### src/sv/tms3_pkg.sv
// Package for the 3-D trapezoidal motion step block.
// Holds constants, datapath op codes and the controller/datapath structs.
// No dependencies.
`default_nettype none
package tms3_pkg;

  localparam int POS_BITS_DEF = 24;
  localparam int FLD_W        = 24;
  localparam int SPD_W        = 13;
  localparam int ACC_W        = 16;
  localparam int DT_W         = 16;
  localparam int MUL_W        = 32;
  localparam int SQ_W         = 64;
  localparam int CNT_W        = 6;

  localparam int HOME_X    = 96000;
  localparam int HOME_Y    = 0;
  localparam int HOME_Z    = 30400;
  localparam int VGAP      = 16;
  localparam int ARRIVE_SQ = 2;

  localparam logic [ACC_W-1:0] ACCEL_RST  = 16'd3200;
  localparam logic [SPD_W-1:0] TRAVEL_RST = 13'd6400;
  localparam logic [SPD_W-1:0] HOIST_RST  = 13'd4000;

  localparam logic [1:0] CFG_ACCEL  = 2'd0;
  localparam logic [1:0] CFG_TRAVEL = 2'd1;
  localparam logic [1:0] CFG_HOIST  = 2'd2;

  typedef logic [4:0] op_t;
  localparam op_t OP_NOP   = 5'd0;
  localparam op_t OP_LOAD  = 5'd1;
  localparam op_t OP_HOME  = 5'd2;
  localparam op_t OP_DIFF  = 5'd3;
  localparam op_t OP_SQ    = 5'd4;
  localparam op_t OP_RINIT = 5'd5;
  localparam op_t OP_RITER = 5'd6;
  localparam op_t OP_DIST  = 5'd7;
  localparam op_t OP_MULW  = 5'd8;
  localparam op_t OP_WANT  = 5'd9;
  localparam op_t OP_STEP  = 5'd10;
  localparam op_t OP_SPEED = 5'd11;
  localparam op_t OP_MOVE  = 5'd12;
  localparam op_t OP_SNAP  = 5'd13;
  localparam op_t OP_DINIT = 5'd14;
  localparam op_t OP_DITER = 5'd15;
  localparam op_t OP_APPLY = 5'd16;
  localparam op_t OP_ARR   = 5'd17;
  localparam op_t OP_OUT   = 5'd18;

  typedef struct packed {
    op_t        op;
    logic [1:0] axis;
  } cmd_t;

  typedef struct packed {
    logic snap;
    logic move_zero;
  } stat_t;

endpackage
`default_nettype wire

### src/sv/trapezoid_motion_step_3d.sv
// Top level of the 3-D trapezoidal motion step block.
// Joins tms3_ctrl and tms3_dp; uses tms3_pkg.
//
//  channel | signals                                   | accepted when
//  in      | in_valid/in_ready, action, target, step   | in_valid & in_ready
//  out     | out_valid/out_ready, pos, speed, arrived  | out_valid & out_ready
//  cfg     | cfg_valid/cfg_ready, cfg_index, cfg_data  | cfg_valid (ready tied high)
//
// A motion request runs two 32-step square roots and, when the position
// moves partly, one 37-step restoring division per axis, with a single
// shared multiplier. A home request goes from idle straight to the final
// state. Reset is synchronous, active low.
// A result waiting on out_ready holds only the final state; the next request
// is taken meanwhile.
`default_nettype none
module trapezoid_motion_step_3d import tms3_pkg::*; #(
  parameter int POS_BITS = POS_BITS_DEF
) (
  input  wire logic                    clk,
  input  wire logic                    rst_n,
  input  wire logic                    in_valid,
  output logic                         in_ready,
  input  wire logic                    in_action,
  input  wire logic signed [FLD_W-1:0] in_target_x,
  input  wire logic signed [FLD_W-1:0] in_target_y,
  input  wire logic signed [FLD_W-1:0] in_target_z,
  input  wire logic [DT_W-1:0]         in_time_step,
  output logic                         out_valid,
  input  wire logic                    out_ready,
  output logic signed [FLD_W-1:0]      out_pos_x,
  output logic signed [FLD_W-1:0]      out_pos_y,
  output logic signed [FLD_W-1:0]      out_pos_z,
  output logic [SPD_W-1:0]             out_cur_speed,
  output logic                         out_arrived,
  input  wire logic                    cfg_valid,
  output logic                         cfg_ready,
  input  wire logic [1:0]              cfg_index,
  input  wire logic [ACC_W-1:0]        cfg_data
);
  cmd_t  cmd;
  stat_t stat;

  assign cfg_ready = 1'b1;

  tms3_ctrl #(.POS_BITS(POS_BITS)) u_ctrl (
    .clk       (clk),
    .rst_n     (rst_n),
    .in_valid  (in_valid),
    .in_action (in_action),
    .in_ready  (in_ready),
    .out_valid (out_valid),
    .out_ready (out_ready),
    .cmd       (cmd),
    .stat      (stat)
  );

  tms3_dp #(.POS_BITS(POS_BITS)) u_dp (
    .clk           (clk),
    .rst_n         (rst_n),
    .cmd           (cmd),
    .stat          (stat),
    .cfg_valid     (cfg_valid),
    .cfg_index     (cfg_index),
    .cfg_data      (cfg_data),
    .in_target_x   (in_target_x),
    .in_target_y   (in_target_y),
    .in_target_z   (in_target_z),
    .in_time_step  (in_time_step),
    .out_pos_x     (out_pos_x),
    .out_pos_y     (out_pos_y),
    .out_pos_z     (out_pos_z),
    .out_cur_speed (out_cur_speed),
    .out_arrived   (out_arrived)
  );
endmodule
`default_nettype wire

### src/sv/tms3_ctrl.sv
// Sequencer for the motion step: walks the datapath through distance,
// square roots, speed update, per-axis division and arrival check. Uses tms3_pkg.
`default_nettype none
module tms3_ctrl import tms3_pkg::*; #(
  parameter int POS_BITS = POS_BITS_DEF
) (
  input  wire logic clk,
  input  wire logic rst_n,
  input  wire logic in_valid,
  input  wire logic in_action,
  output logic      in_ready,
  output logic      out_valid,
  input  wire logic out_ready,
  output cmd_t      cmd,
  input  stat_t     stat
);
  localparam int DW = ((POS_BITS > FLD_W) ? POS_BITS : FLD_W) + 1;
  localparam int NW = DW - 1 + SPD_W;
  localparam logic [CNT_W-1:0] RLAST = CNT_W'(SQ_W / 2 - 1);
  localparam logic [CNT_W-1:0] DLAST = CNT_W'(NW - 1);

  localparam logic [3:0] S_IDLE  = 4'd0;
  localparam logic [3:0] S_DIFF  = 4'd1;
  localparam logic [3:0] S_SQ    = 4'd2;
  localparam logic [3:0] S_RINIT = 4'd3;
  localparam logic [3:0] S_RITER = 4'd4;
  localparam logic [3:0] S_RDONE = 4'd5;
  localparam logic [3:0] S_MULW  = 4'd6;
  localparam logic [3:0] S_STEP  = 4'd7;
  localparam logic [3:0] S_SPEED = 4'd8;
  localparam logic [3:0] S_MOVE  = 4'd9;
  localparam logic [3:0] S_BR    = 4'd10;
  localparam logic [3:0] S_DINIT = 4'd11;
  localparam logic [3:0] S_DITER = 4'd12;
  localparam logic [3:0] S_APPLY = 4'd13;
  localparam logic [3:0] S_ARR   = 4'd14;
  localparam logic [3:0] S_FIN   = 4'd15;

  logic [3:0]       state_r, state_nxt;
  logic [CNT_W-1:0] cnt_r, cnt_nxt;
  logic [1:0]       axis_r, axis_nxt;
  logic             pass_r, pass_nxt;
  logic             root_r, root_nxt;
  logic             out_valid_r, out_valid_nxt;

  assign in_ready  = (state_r == S_IDLE);
  assign out_valid = out_valid_r;

  always_comb begin
    state_nxt     = state_r;
    cnt_nxt       = cnt_r;
    axis_nxt      = axis_r;
    pass_nxt      = pass_r;
    root_nxt      = root_r;
    out_valid_nxt = out_valid_r;
    cmd.op        = OP_NOP;
    cmd.axis      = axis_r;
    if (out_valid_r && out_ready) out_valid_nxt = 1'b0;
    unique case (state_r)
      S_IDLE: begin
        if (in_valid) begin
          cmd.op    = in_action ? OP_HOME : OP_LOAD;
          state_nxt = in_action ? S_FIN : S_DIFF;
          pass_nxt  = 1'b0;
          root_nxt  = 1'b0;
        end
      end
      S_DIFF: begin
        cmd.op    = OP_DIFF;
        axis_nxt  = 2'd0;
        state_nxt = S_SQ;
      end
      S_SQ: begin
        cmd.op = OP_SQ;
        if (axis_r == 2'd2) begin
          state_nxt = pass_r ? S_ARR : S_RINIT;
        end else begin
          axis_nxt = axis_r + 2'd1;
        end
      end
      S_RINIT: begin
        cmd.op    = OP_RINIT;
        cnt_nxt   = '0;
        state_nxt = S_RITER;
      end
      S_RITER: begin
        cmd.op  = OP_RITER;
        cnt_nxt = cnt_r + 1'b1;
        if (cnt_r == RLAST) state_nxt = S_RDONE;
      end
      S_RDONE: begin
        cmd.op    = root_r ? OP_WANT : OP_DIST;
        state_nxt = root_r ? S_STEP : S_MULW;
      end
      S_MULW: begin
        cmd.op    = OP_MULW;
        root_nxt  = 1'b1;
        state_nxt = S_RINIT;
      end
      S_STEP: begin
        cmd.op    = OP_STEP;
        state_nxt = S_SPEED;
      end
      S_SPEED: begin
        cmd.op    = OP_SPEED;
        state_nxt = S_MOVE;
      end
      S_MOVE: begin
        cmd.op    = OP_MOVE;
        state_nxt = S_BR;
      end
      S_BR: begin
        pass_nxt = 1'b1;
        axis_nxt = 2'd0;
        priority if (stat.snap) begin
          cmd.op    = OP_SNAP;
          state_nxt = S_DIFF;
        end else if (stat.move_zero) begin
          state_nxt = S_DIFF;
        end else begin
          state_nxt = S_DINIT;
        end
      end
      S_DINIT: begin
        cmd.op    = OP_DINIT;
        cnt_nxt   = '0;
        state_nxt = S_DITER;
      end
      S_DITER: begin
        cmd.op  = OP_DITER;
        cnt_nxt = cnt_r + 1'b1;
        if (cnt_r == DLAST) state_nxt = S_APPLY;
      end
      S_APPLY: begin
        cmd.op = OP_APPLY;
        if (axis_r == 2'd2) begin
          state_nxt = S_DIFF;
        end else begin
          axis_nxt  = axis_r + 2'd1;
          state_nxt = S_DINIT;
        end
      end
      S_ARR: begin
        cmd.op    = OP_ARR;
        state_nxt = S_FIN;
      end
      S_FIN: begin
        if (!out_valid_r || out_ready) begin
          cmd.op        = OP_OUT;
          out_valid_nxt = 1'b1;
          state_nxt     = S_IDLE;
        end
      end
      default: state_nxt = S_IDLE;
    endcase
  end

  always_ff @(posedge clk) begin
    if (!rst_n) begin
      state_r     <= S_IDLE;
      cnt_r       <= '0;
      axis_r      <= '0;
      pass_r      <= 1'b0;
      root_r      <= 1'b0;
      out_valid_r <= 1'b0;
    end else begin
      state_r     <= state_nxt;
      cnt_r       <= cnt_nxt;
      axis_r      <= axis_nxt;
      pass_r      <= pass_nxt;
      root_r      <= root_nxt;
      out_valid_r <= out_valid_nxt;
    end
  end
endmodule
`default_nettype wire

### src/sv/tms3_dp.sv
// Datapath for the motion step: position, speed and config registers, a shared
// multiplier, a bit-serial square root and a restoring divider. Uses tms3_pkg.
`default_nettype none
module tms3_dp import tms3_pkg::*; #(
  parameter int POS_BITS = POS_BITS_DEF
) (
  input  wire logic                    clk,
  input  wire logic                    rst_n,
  input  cmd_t                         cmd,
  output stat_t                        stat,
  input  wire logic                    cfg_valid,
  input  wire logic [1:0]              cfg_index,
  input  wire logic [ACC_W-1:0]        cfg_data,
  input  wire logic signed [FLD_W-1:0] in_target_x,
  input  wire logic signed [FLD_W-1:0] in_target_y,
  input  wire logic signed [FLD_W-1:0] in_target_z,
  input  wire logic [DT_W-1:0]         in_time_step,
  output logic signed [FLD_W-1:0]      out_pos_x,
  output logic signed [FLD_W-1:0]      out_pos_y,
  output logic signed [FLD_W-1:0]      out_pos_z,
  output logic [SPD_W-1:0]             out_cur_speed,
  output logic                         out_arrived
);
  localparam int P  = POS_BITS;
  localparam int DW = ((P > FLD_W) ? P : FLD_W) + 1;
  localparam int MW = DW - 1;
  localparam int NW = MW + SPD_W;
  localparam int SW = NW + 2;
  localparam logic signed [SW-1:0] PMAX = SW'({1'b0, {(P-1){1'b1}}});
  localparam logic signed [SW-1:0] PMIN = -PMAX - SW'(1);
  localparam logic signed [SW-1:0] HX = SW'(HOME_X);
  localparam logic signed [SW-1:0] HY = SW'(HOME_Y);
  localparam logic signed [SW-1:0] HZ = SW'(HOME_Z);

  function automatic logic signed [P-1:0] sat(input logic signed [SW-1:0] v);
    logic signed [SW-1:0] t;
    t = v;
    if (v > PMAX) t = PMAX;
    if (v < PMIN) t = PMIN;
    return t[P-1:0];
  endfunction

  logic [ACC_W-1:0]        accel_r;
  logic [SPD_W-1:0]        travel_r, hoist_r;
  logic signed [P-1:0]     pos_r [3];
  logic signed [FLD_W-1:0] tgt_r [3];
  logic signed [DW-1:0]    d_r [3];
  logic [DT_W-1:0]         dt_r;
  logic [SPD_W-1:0]        speed_r, wanted_r, move_r;
  logic [ACC_W-1:0]        step_r;
  logic [SQ_W-1:0]         acc_r, v_r, r_r, bit_r;
  logic [MUL_W-1:0]        dist_r, rem_r;
  logic [NW-1:0]           dvd_r;
  logic                    arr_r;

  logic signed [DW-1:0]    d_sel;
  logic [MW-1:0]           mag;
  logic [MUL_W-1:0]        mul_a, mul_b;
  logic [2*MUL_W-1:0]      prod;
  logic [SQ_W-1:0]         r_bit;
  logic [MUL_W:0]          rem_sh;
  logic signed [SW-1:0]    q_ext, p_ext, p_new;
  logic [SPD_W-1:0]        limit;
  logic [SPD_W:0]          up_sum;

  assign d_sel  = d_r[cmd.axis];
  assign mag    = d_sel[DW-1] ? MW'(-d_sel) : MW'(d_sel);
  assign prod   = mul_a * mul_b;
  assign r_bit  = r_r + bit_r;
  assign rem_sh = {rem_r, dvd_r[NW-1]};
  assign q_ext  = SW'({1'b0, dvd_r});
  assign p_ext  = SW'(pos_r[cmd.axis]);
  assign p_new  = d_sel[DW-1] ? (p_ext - q_ext) : (p_ext + q_ext);
  assign limit  = ((d_r[2] > DW'(VGAP)) || (d_r[2] < -DW'(VGAP))) ? hoist_r : travel_r;
  assign up_sum = {1'b0, speed_r} + (SPD_W+1)'(step_r);

  assign stat.snap      = (MUL_W'(move_r) >= dist_r);
  assign stat.move_zero = (move_r == '0);

  always_comb begin
    mul_a = '0;
    mul_b = '0;
    unique case (cmd.op)
      OP_SQ:    begin mul_a = MUL_W'(mag);     mul_b = MUL_W'(mag);     end
      OP_MULW:  begin mul_a = MUL_W'(accel_r); mul_b = dist_r;          end
      OP_STEP:  begin mul_a = MUL_W'(accel_r); mul_b = MUL_W'(dt_r);    end
      OP_MOVE:  begin mul_a = MUL_W'(speed_r); mul_b = MUL_W'(dt_r);    end
      OP_DINIT: begin mul_a = MUL_W'(mag);     mul_b = MUL_W'(move_r);  end
      default:  begin mul_a = '0;              mul_b = '0;              end
    endcase
  end

  always_ff @(posedge clk) begin
    if (!rst_n) begin
      accel_r  <= ACCEL_RST;
      travel_r <= TRAVEL_RST;
      hoist_r  <= HOIST_RST;
      pos_r[0] <= sat(HX);
      pos_r[1] <= sat(HY);
      pos_r[2] <= sat(HZ);
      speed_r  <= '0;
    end else begin
      if (cfg_valid) begin
        unique case (cfg_index)
          CFG_ACCEL:  accel_r  <= cfg_data;
          CFG_TRAVEL: travel_r <= cfg_data[SPD_W-1:0];
          CFG_HOIST:  hoist_r  <= cfg_data[SPD_W-1:0];
          default:    ;
        endcase
      end
      unique case (cmd.op)
        OP_HOME: begin
          pos_r[0] <= sat(HX);
          pos_r[1] <= sat(HY);
          pos_r[2] <= sat(HZ);
          speed_r  <= '0;
        end
        OP_SPEED: begin
          if (wanted_r > speed_r) begin
            speed_r <= (ACC_W'(wanted_r - speed_r) <= step_r) ?
                       wanted_r : up_sum[SPD_W-1:0];
          end else begin
            speed_r <= ((ACC_W+1)'(speed_r - wanted_r) <= (ACC_W+1)'(step_r)) ?
                       wanted_r : (speed_r - SPD_W'(step_r));
          end
        end
        OP_SNAP: begin
          pos_r[0] <= sat(SW'(tgt_r[0]));
          pos_r[1] <= sat(SW'(tgt_r[1]));
          pos_r[2] <= sat(SW'(tgt_r[2]));
        end
        OP_APPLY: pos_r[cmd.axis] <= sat(p_new);
        OP_ARR:   if (acc_r <= SQ_W'(ARRIVE_SQ)) speed_r <= '0;
        default:  ;
      endcase
    end
  end

  always_ff @(posedge clk) begin
    unique case (cmd.op)
      OP_LOAD: begin
        tgt_r[0] <= in_target_x;
        tgt_r[1] <= in_target_y;
        tgt_r[2] <= in_target_z;
        dt_r     <= in_time_step;
      end
      OP_HOME: arr_r <= 1'b0;
      OP_DIFF: begin
        d_r[0] <= DW'(tgt_r[0]) - DW'(pos_r[0]);
        d_r[1] <= DW'(tgt_r[1]) - DW'(pos_r[1]);
        d_r[2] <= DW'(tgt_r[2]) - DW'(pos_r[2]);
        acc_r  <= '0;
      end
      OP_SQ:    acc_r <= acc_r + prod;
      OP_RINIT: begin
        v_r   <= acc_r;
        r_r   <= '0;
        bit_r <= SQ_W'(1) << (SQ_W - 2);
      end
      OP_RITER: begin
        if (v_r >= r_bit) begin
          v_r <= v_r - r_bit;
          r_r <= (r_r >> 1) + bit_r;
        end else begin
          r_r <= r_r >> 1;
        end
        bit_r <= bit_r >> 2;
      end
      OP_DIST:  dist_r <= r_r[MUL_W-1:0];
      OP_MULW:  acc_r <= {prod[2*MUL_W-2:0], 1'b0};
      OP_WANT:  wanted_r <= (r_r > SQ_W'(limit)) ? limit : r_r[SPD_W-1:0];
      OP_STEP:  step_r <= prod[DT_W +: ACC_W];
      OP_MOVE:  move_r <= prod[DT_W +: SPD_W];
      OP_DINIT: begin
        dvd_r <= prod[NW-1:0];
        rem_r <= '0;
      end
      OP_DITER: begin
        if (rem_sh >= {1'b0, dist_r}) begin
          rem_r <= MUL_W'(rem_sh - {1'b0, dist_r});
          dvd_r <= {dvd_r[NW-2:0], 1'b1};
        end else begin
          rem_r <= rem_sh[MUL_W-1:0];
          dvd_r <= {dvd_r[NW-2:0], 1'b0};
        end
      end
      OP_ARR:   arr_r <= (acc_r <= SQ_W'(ARRIVE_SQ));
      OP_OUT: begin
        out_pos_x     <= FLD_W'(SW'(pos_r[0]));
        out_pos_y     <= FLD_W'(SW'(pos_r[1]));
        out_pos_z     <= FLD_W'(SW'(pos_r[2]));
        out_cur_speed <= speed_r;
        out_arrived   <= arr_r;
      end
      default: ;
    endcase
  end
endmodule
`default_nettype wire

### config.mk
export PLATFORM = sky130hd
export DESIGN_NAME = trapezoid_motion_step_3d
export DESIGN_NICKNAME = d
export VERILOG_FILES = /design/src/sv/tms3_pkg.sv /design/src/sv/trapezoid_motion_step_3d.sv /design/src/sv/tms3_ctrl.sv /design/src/sv/tms3_dp.sv
export SDC_FILE = /design/constraint.sdc
export NUM_CORES = 2
export LEC_CHECK = 0
export ABC_CLOCK_PERIOD_IN_PS = 26100
export BUFFER_PORTS_ARGS = -buffer_cell sky130_fd_sc_hd__buf_4
export CAP_MARGIN = 20
export CORE_ASPECT_RATIO = 1.2
export CORE_MARGIN = 1
export CORE_UTILIZATION = 35
export DETAILED_ROUTE_END_ITERATION = 6
export GPL_TIMING_DRIVEN = 0
export PLACE_DENSITY = 0.57
export RECOVER_POWER = 100
export SETUP_SLACK_MARGIN = 0.3
export SLEW_MARGIN = 20
export SYNTH_ARGS = -nofsm -noshare
export SYNTH_HDL_FRONTEND = slang
export SYNTH_SLANG_ARGS = --single-unit
### constraint.sdc
create_clock -name clk -period 26.1 [get_ports clk]
set_clock_uncertainty 0.05 [all_clocks]
set_input_delay 7.83 -clock clk [delete_from_list [all_inputs] [get_ports clk]]
set_output_delay 7.83 -clock clk [all_outputs]
set_load 0.01 [all_outputs]
==> summary.json <==
{
  "status": {"value": "finished, violations left"},
  "violations": {"value": "design-rule violations, max-capacitance violations, max-slew violations"},
  "synth_top_cells_by_area": {"value": "sky130_fd_sc_hd__edfxtp_1, sky130_fd_sc_hd__fa_1, sky130_fd_sc_hd__ha_1, sky130_fd_sc_hd__inv_1, sky130_fd_sc_hd__nand2_1"},
  "wl": {"value": 292000, "unit": "µm"},
  "postSynthRegisterBits": {"value": 785},
  "ctsHoldBuffers": {"value": 0},
  "clock_path_buffers": {"value": 3},
  "port_buffers": {"value": 199},
  "grt_first_pass_wirelength": {"value": 426000, "unit": "µm"},
  "timing_worst_setup_path_type": {"value": "in -> reg"},
  "grt.overflow.total": {"value": 0},
  "synth-main-ff-cell": {"value": "sky130_fd_sc_hd__edfxtp_1"},
  "synth_common_cells": {"value": "sky130_fd_sc_hd__inv_1, sky130_fd_sc_hd__nand2_1, sky130_fd_sc_hd__edfxtp_1"},
  "achievable-frequency": {"value": 40.6, "unit": "MHz"},
  "proportion_of_layout_cells_with_a_drive_suffix_above_1": {"value": 4.34, "unit": "%"},
  "yosysWarningCount": {"value": 0},
  "finalCoreUtilization": {"value": 39.2, "unit": "%"},
  "synth_edf_count": {"value": 713},
  "netlist.area_leader.share": {"value": 27.5, "unit": "%"},
  "dpl_cell_area": {"value": 84300, "unit": "µm²"},
  "detailroute.via_count": {"value": 65000},
  "crit_path_frequent_cell": {"value": "sky130_fd_sc_hd__fa_1"},
  "initial_core_util": {"value": 35.2, "unit": "%"},
  "detail-route-antenna-nets": {"value": 0},
  "setup.worst_path.end_class": {"value": "flop"},
  "post-cts-setup-buffers": {"value": 0},
  "maxSlewViolCount": {"value": 194},
  "clock_tree.htree_level_count": {"value": 3},
  "number_of_design_rule_violations_left_by_the_first_detailed_router_iteration": {"value": 5718},
  "via_per_inst": {"value": 5.45},
  "placed_cells": {"value": 11700},
  "postSynthCellCount": {"value": 8455},
  "cts-buffers-inserted": {"value": 92},
  "max-slew-margin-rel": {"value": -78.5, "unit": "%"},
  "layoutNonFillerInstCount": {"value": 11900},
  "ys_seq_area_share": {"value": 29.4, "unit": "%"},
  "routed_wire_length_per_instance": {"value": 24.5, "unit": "µm"},
  "post_synth_instance_area": {"value": 77800, "unit": "µm²"},
  "unrepaired_setup_endpoints_after_global_routing": {"value": "no"},
  "finished_layout_cell_area": {"value": 86500, "unit": "µm²"},
  "clock_tree.root_cell": {"value": "sky130_fd_sc_hd__clkbuf_16"},
  "synthDistinctLibCells": {"value": 88},
  "power.density_cell_area": {"value": 116, "unit": "nW/µm²"},
  "drv.max_cap_violation_count": {"value": 11},
  "p_leak": {"value": 36.8, "unit": "nW"},
  "start_kind": {"value": "input pin"},
  "antenna_found_initial": {"value": 25},
  "layout_worst_path_cycle_share": {"value": 94.4, "unit": "%"},
  "maximum_number_of_pins_on_one_net_before_global_route_repair": {"value": 42},
  "finalNetCount": {"value": 10300},
  "dp.final_hpwl": {"value": 242000, "unit": "µm"},
  "crit_fanout": {"value": 16},
  "cts_num_sinks": {"value": 785},
  "avgSynthCellArea": {"value": 9.20, "unit": "µm²"},
  "clk-insertion-delay-late": {"value": 0.76, "unit": "ns"},
  "chip_height": {"value": 519, "unit": "µm"},
  "clk_pin_slew_worst_paths": {"value": 0.06, "unit": "ns"},
  "number_of_global_route_vias_before_repair": {"value": 65500},
  "register_area": {"value": 22900, "unit": "µm²"},
  "synth_largest_area_cell": {"value": "sky130_fd_sc_hd__edfxtp_1"},
  "hold_path.class": {"value": "reg -> reg"},
  "floorplan.die_area": {"value": 224000, "unit": "µm²"},
  "cp.arrival": {"value": 25.19, "unit": "ns"},
  "hold_violations": {"value": 0},
  "area_growth": {"value": 11.2, "unit": "%"},
  "ios": {"value": 201},
  "gpl.final_weighted_congestion": {"value": 0.995},
  "tritoncts": {"value": "done"},
  "cts_resizes": {"value": 0},
  "crit_path_max_incr_delay": {"value": 1.41, "unit": "ns"},
  "floorplan_core_area": {"value": 221000, "unit": "µm²"},
  "fill_cells": {"value": 22500},
  "async_reset_ff_share": {"value": 0, "unit": "%"},
  "worst-slew-pin-transition": {"value": 2.65, "unit": "ns"},
  "finalCriticalPeriod": {"value": 24.64, "unit": "ns"},
  "timing.critical_path.slowest_stage_cell": {"value": "sky130_fd_sc_hd__nor2b_1"},
  "drc": {"value": 1},
  "final-setup-viol-count": {"value": 0},
  "grt.total_usage": {"value": 25.7, "unit": "%"},
  "die_x": {"value": 432, "unit": "µm"},
  "required_time_of_the_worst_setup_path": {"value": 26.64, "unit": "ns"},
  "drt_pass1_iterations": {"value": 7},
  "irDropWorstVdd": {"value": 0.000122, "unit": "V"},
  "row_count": {"value": 189},
  "multi_input_combinational_cell_area": {"value": 49800, "unit": "µm²"}
}
-- kinds of logic (layout without fill, tap and decap cells) --
family | Yosys count | in the layout | share of synthesized area (%)
other | 2 | 76 | 0.00965
AOI/OAI and AO/OA | 1812 | 1812 | 14.7
muxes | 91 | 91 | 1.58
and+or+nand+nor | 2513 | 2513 | 14.4
DFF | 785 | 785 | 29.4
buffers and inverters | 1463 | 1886 | 7.08
xor gates and xnor gates | 489 | 489 | 5.52
adders and majority gates | 1300 | 1300 | 27.4
-- worst paths after layout --
check                          from          endpoint  slack, ns  cells past startpoint
setup / recovery          out_ready    u_dp.acc_r[63]       1.46                     46
hold / removal           u_dp.arr_r  u_dp.out_arrived       0.39                      0
setup reg to reg  u_ctrl.state_r[3]    u_dp.acc_r[63]       7.65                     48
hold reg to reg          u_dp.arr_r  u_dp.out_arrived       0.39                      0
-- cell type report --
| cell class | instances | share of cell area, % |
|---|---|---|
| plain buffers | 328 | 1.44 |
| repair buffers | 254 | 1.66 |
| well taps | 2960 | 4.28 |
| clock inverters | 66 | 0.926 |
| multi-input cells | 6270 | 57.6 |
| diodes | 11 | 0.0318 |
| inverters | 1135 | 4.93 |
| flip-flops and latches | 785 | 26.4 |
| clock buffers | 103 | 2.71 |
-- through the flow --
step / power, mW / setup slack (ns) / TNS (ns) / hold WS [ns]
finish: 9.99 / 1.46 / 0 / 0.389
global route: 10.6 / 1.15 / 0 / 0.402
CTS: 9.96 / 2.66 / 0 / 0.394
detailed placement: 8.54 / 1.91 / 0 / 0.374
global placement: 8.41 / -3.52 / -109.61 / 0.370
floorplan: 6.30 / 3.80 / 0 / 0.350
-- state kept, by name, indices dropped and copies added, names as in the netlist, 16 cells and up, named ones only --
register        count
u_dp.step_r        16
u_dp.acc_r         64
u_dp.out_pos_z     24
u_dp.dt_r          16
u_dp.bit_r         32
u_dp.out_pos_x     24
u_dp.accel_r       16
u_dp.out_pos_y     24
u_dp.v_r           64
u_dp.pos_r         96
u_dp.r_r           64
u_dp.dvd_r         37
u_dp.dist_r        32
u_dp.tgt_r         72
u_dp.d_r           75
u_dp.rem_r         32
-- layer usage --
layer,vias to the layer above,wire length [µm],GRT usage [%]
met3,602,18400,3.54
met4,12,17500,13.6
met1,32400,116000,31.8
met5,-,79,0
met2,2293,140000,43.3
li1,29600,-,-
-- power breakdown --
part           leakage (nW)  total [mW]  switching (mW)  internal, mW
sequential             7.19        2.07           0.299          1.77
combinational          28.1        6.53            4.37          2.17
clock                  1.51        1.39           0.602         0.783
-- worst max-delay path: cells and delay by family --
kind,cells,cell delay [ns]
and+or+nand+nor,11,3.93
adders and majority gates,9,4.44
buffers and inverters,10,3.55
xor gates and xnor gates,1,0.85
AOI/OAI and AO/OA,15,4.51
-- placed cells by master (no fill, tap or decap), drive strengths merged, types with 61 or more instances in the layout --
master	netlist	routed
a211oi	61	61
a21o	197	197
a21oi	530	530
a31oi	92	92
and2	96	96
buf	42	63
clkbuf	286	622
conb	2	65
dfxtp	72	72
edfxtp	713	713
fa	669	669
ha	631	631
inv	1135	1139
nand2	1134	1134
nand3	117	117
nand4	92	92
nor2	616	616
nor2b	75	75
nor3	106	106
nor4	65	65
o21ai	435	435
o21bai	67	67
xnor2	266	266
xor2	223	223
No activity file was read; power rests on OpenSTA's default activity.
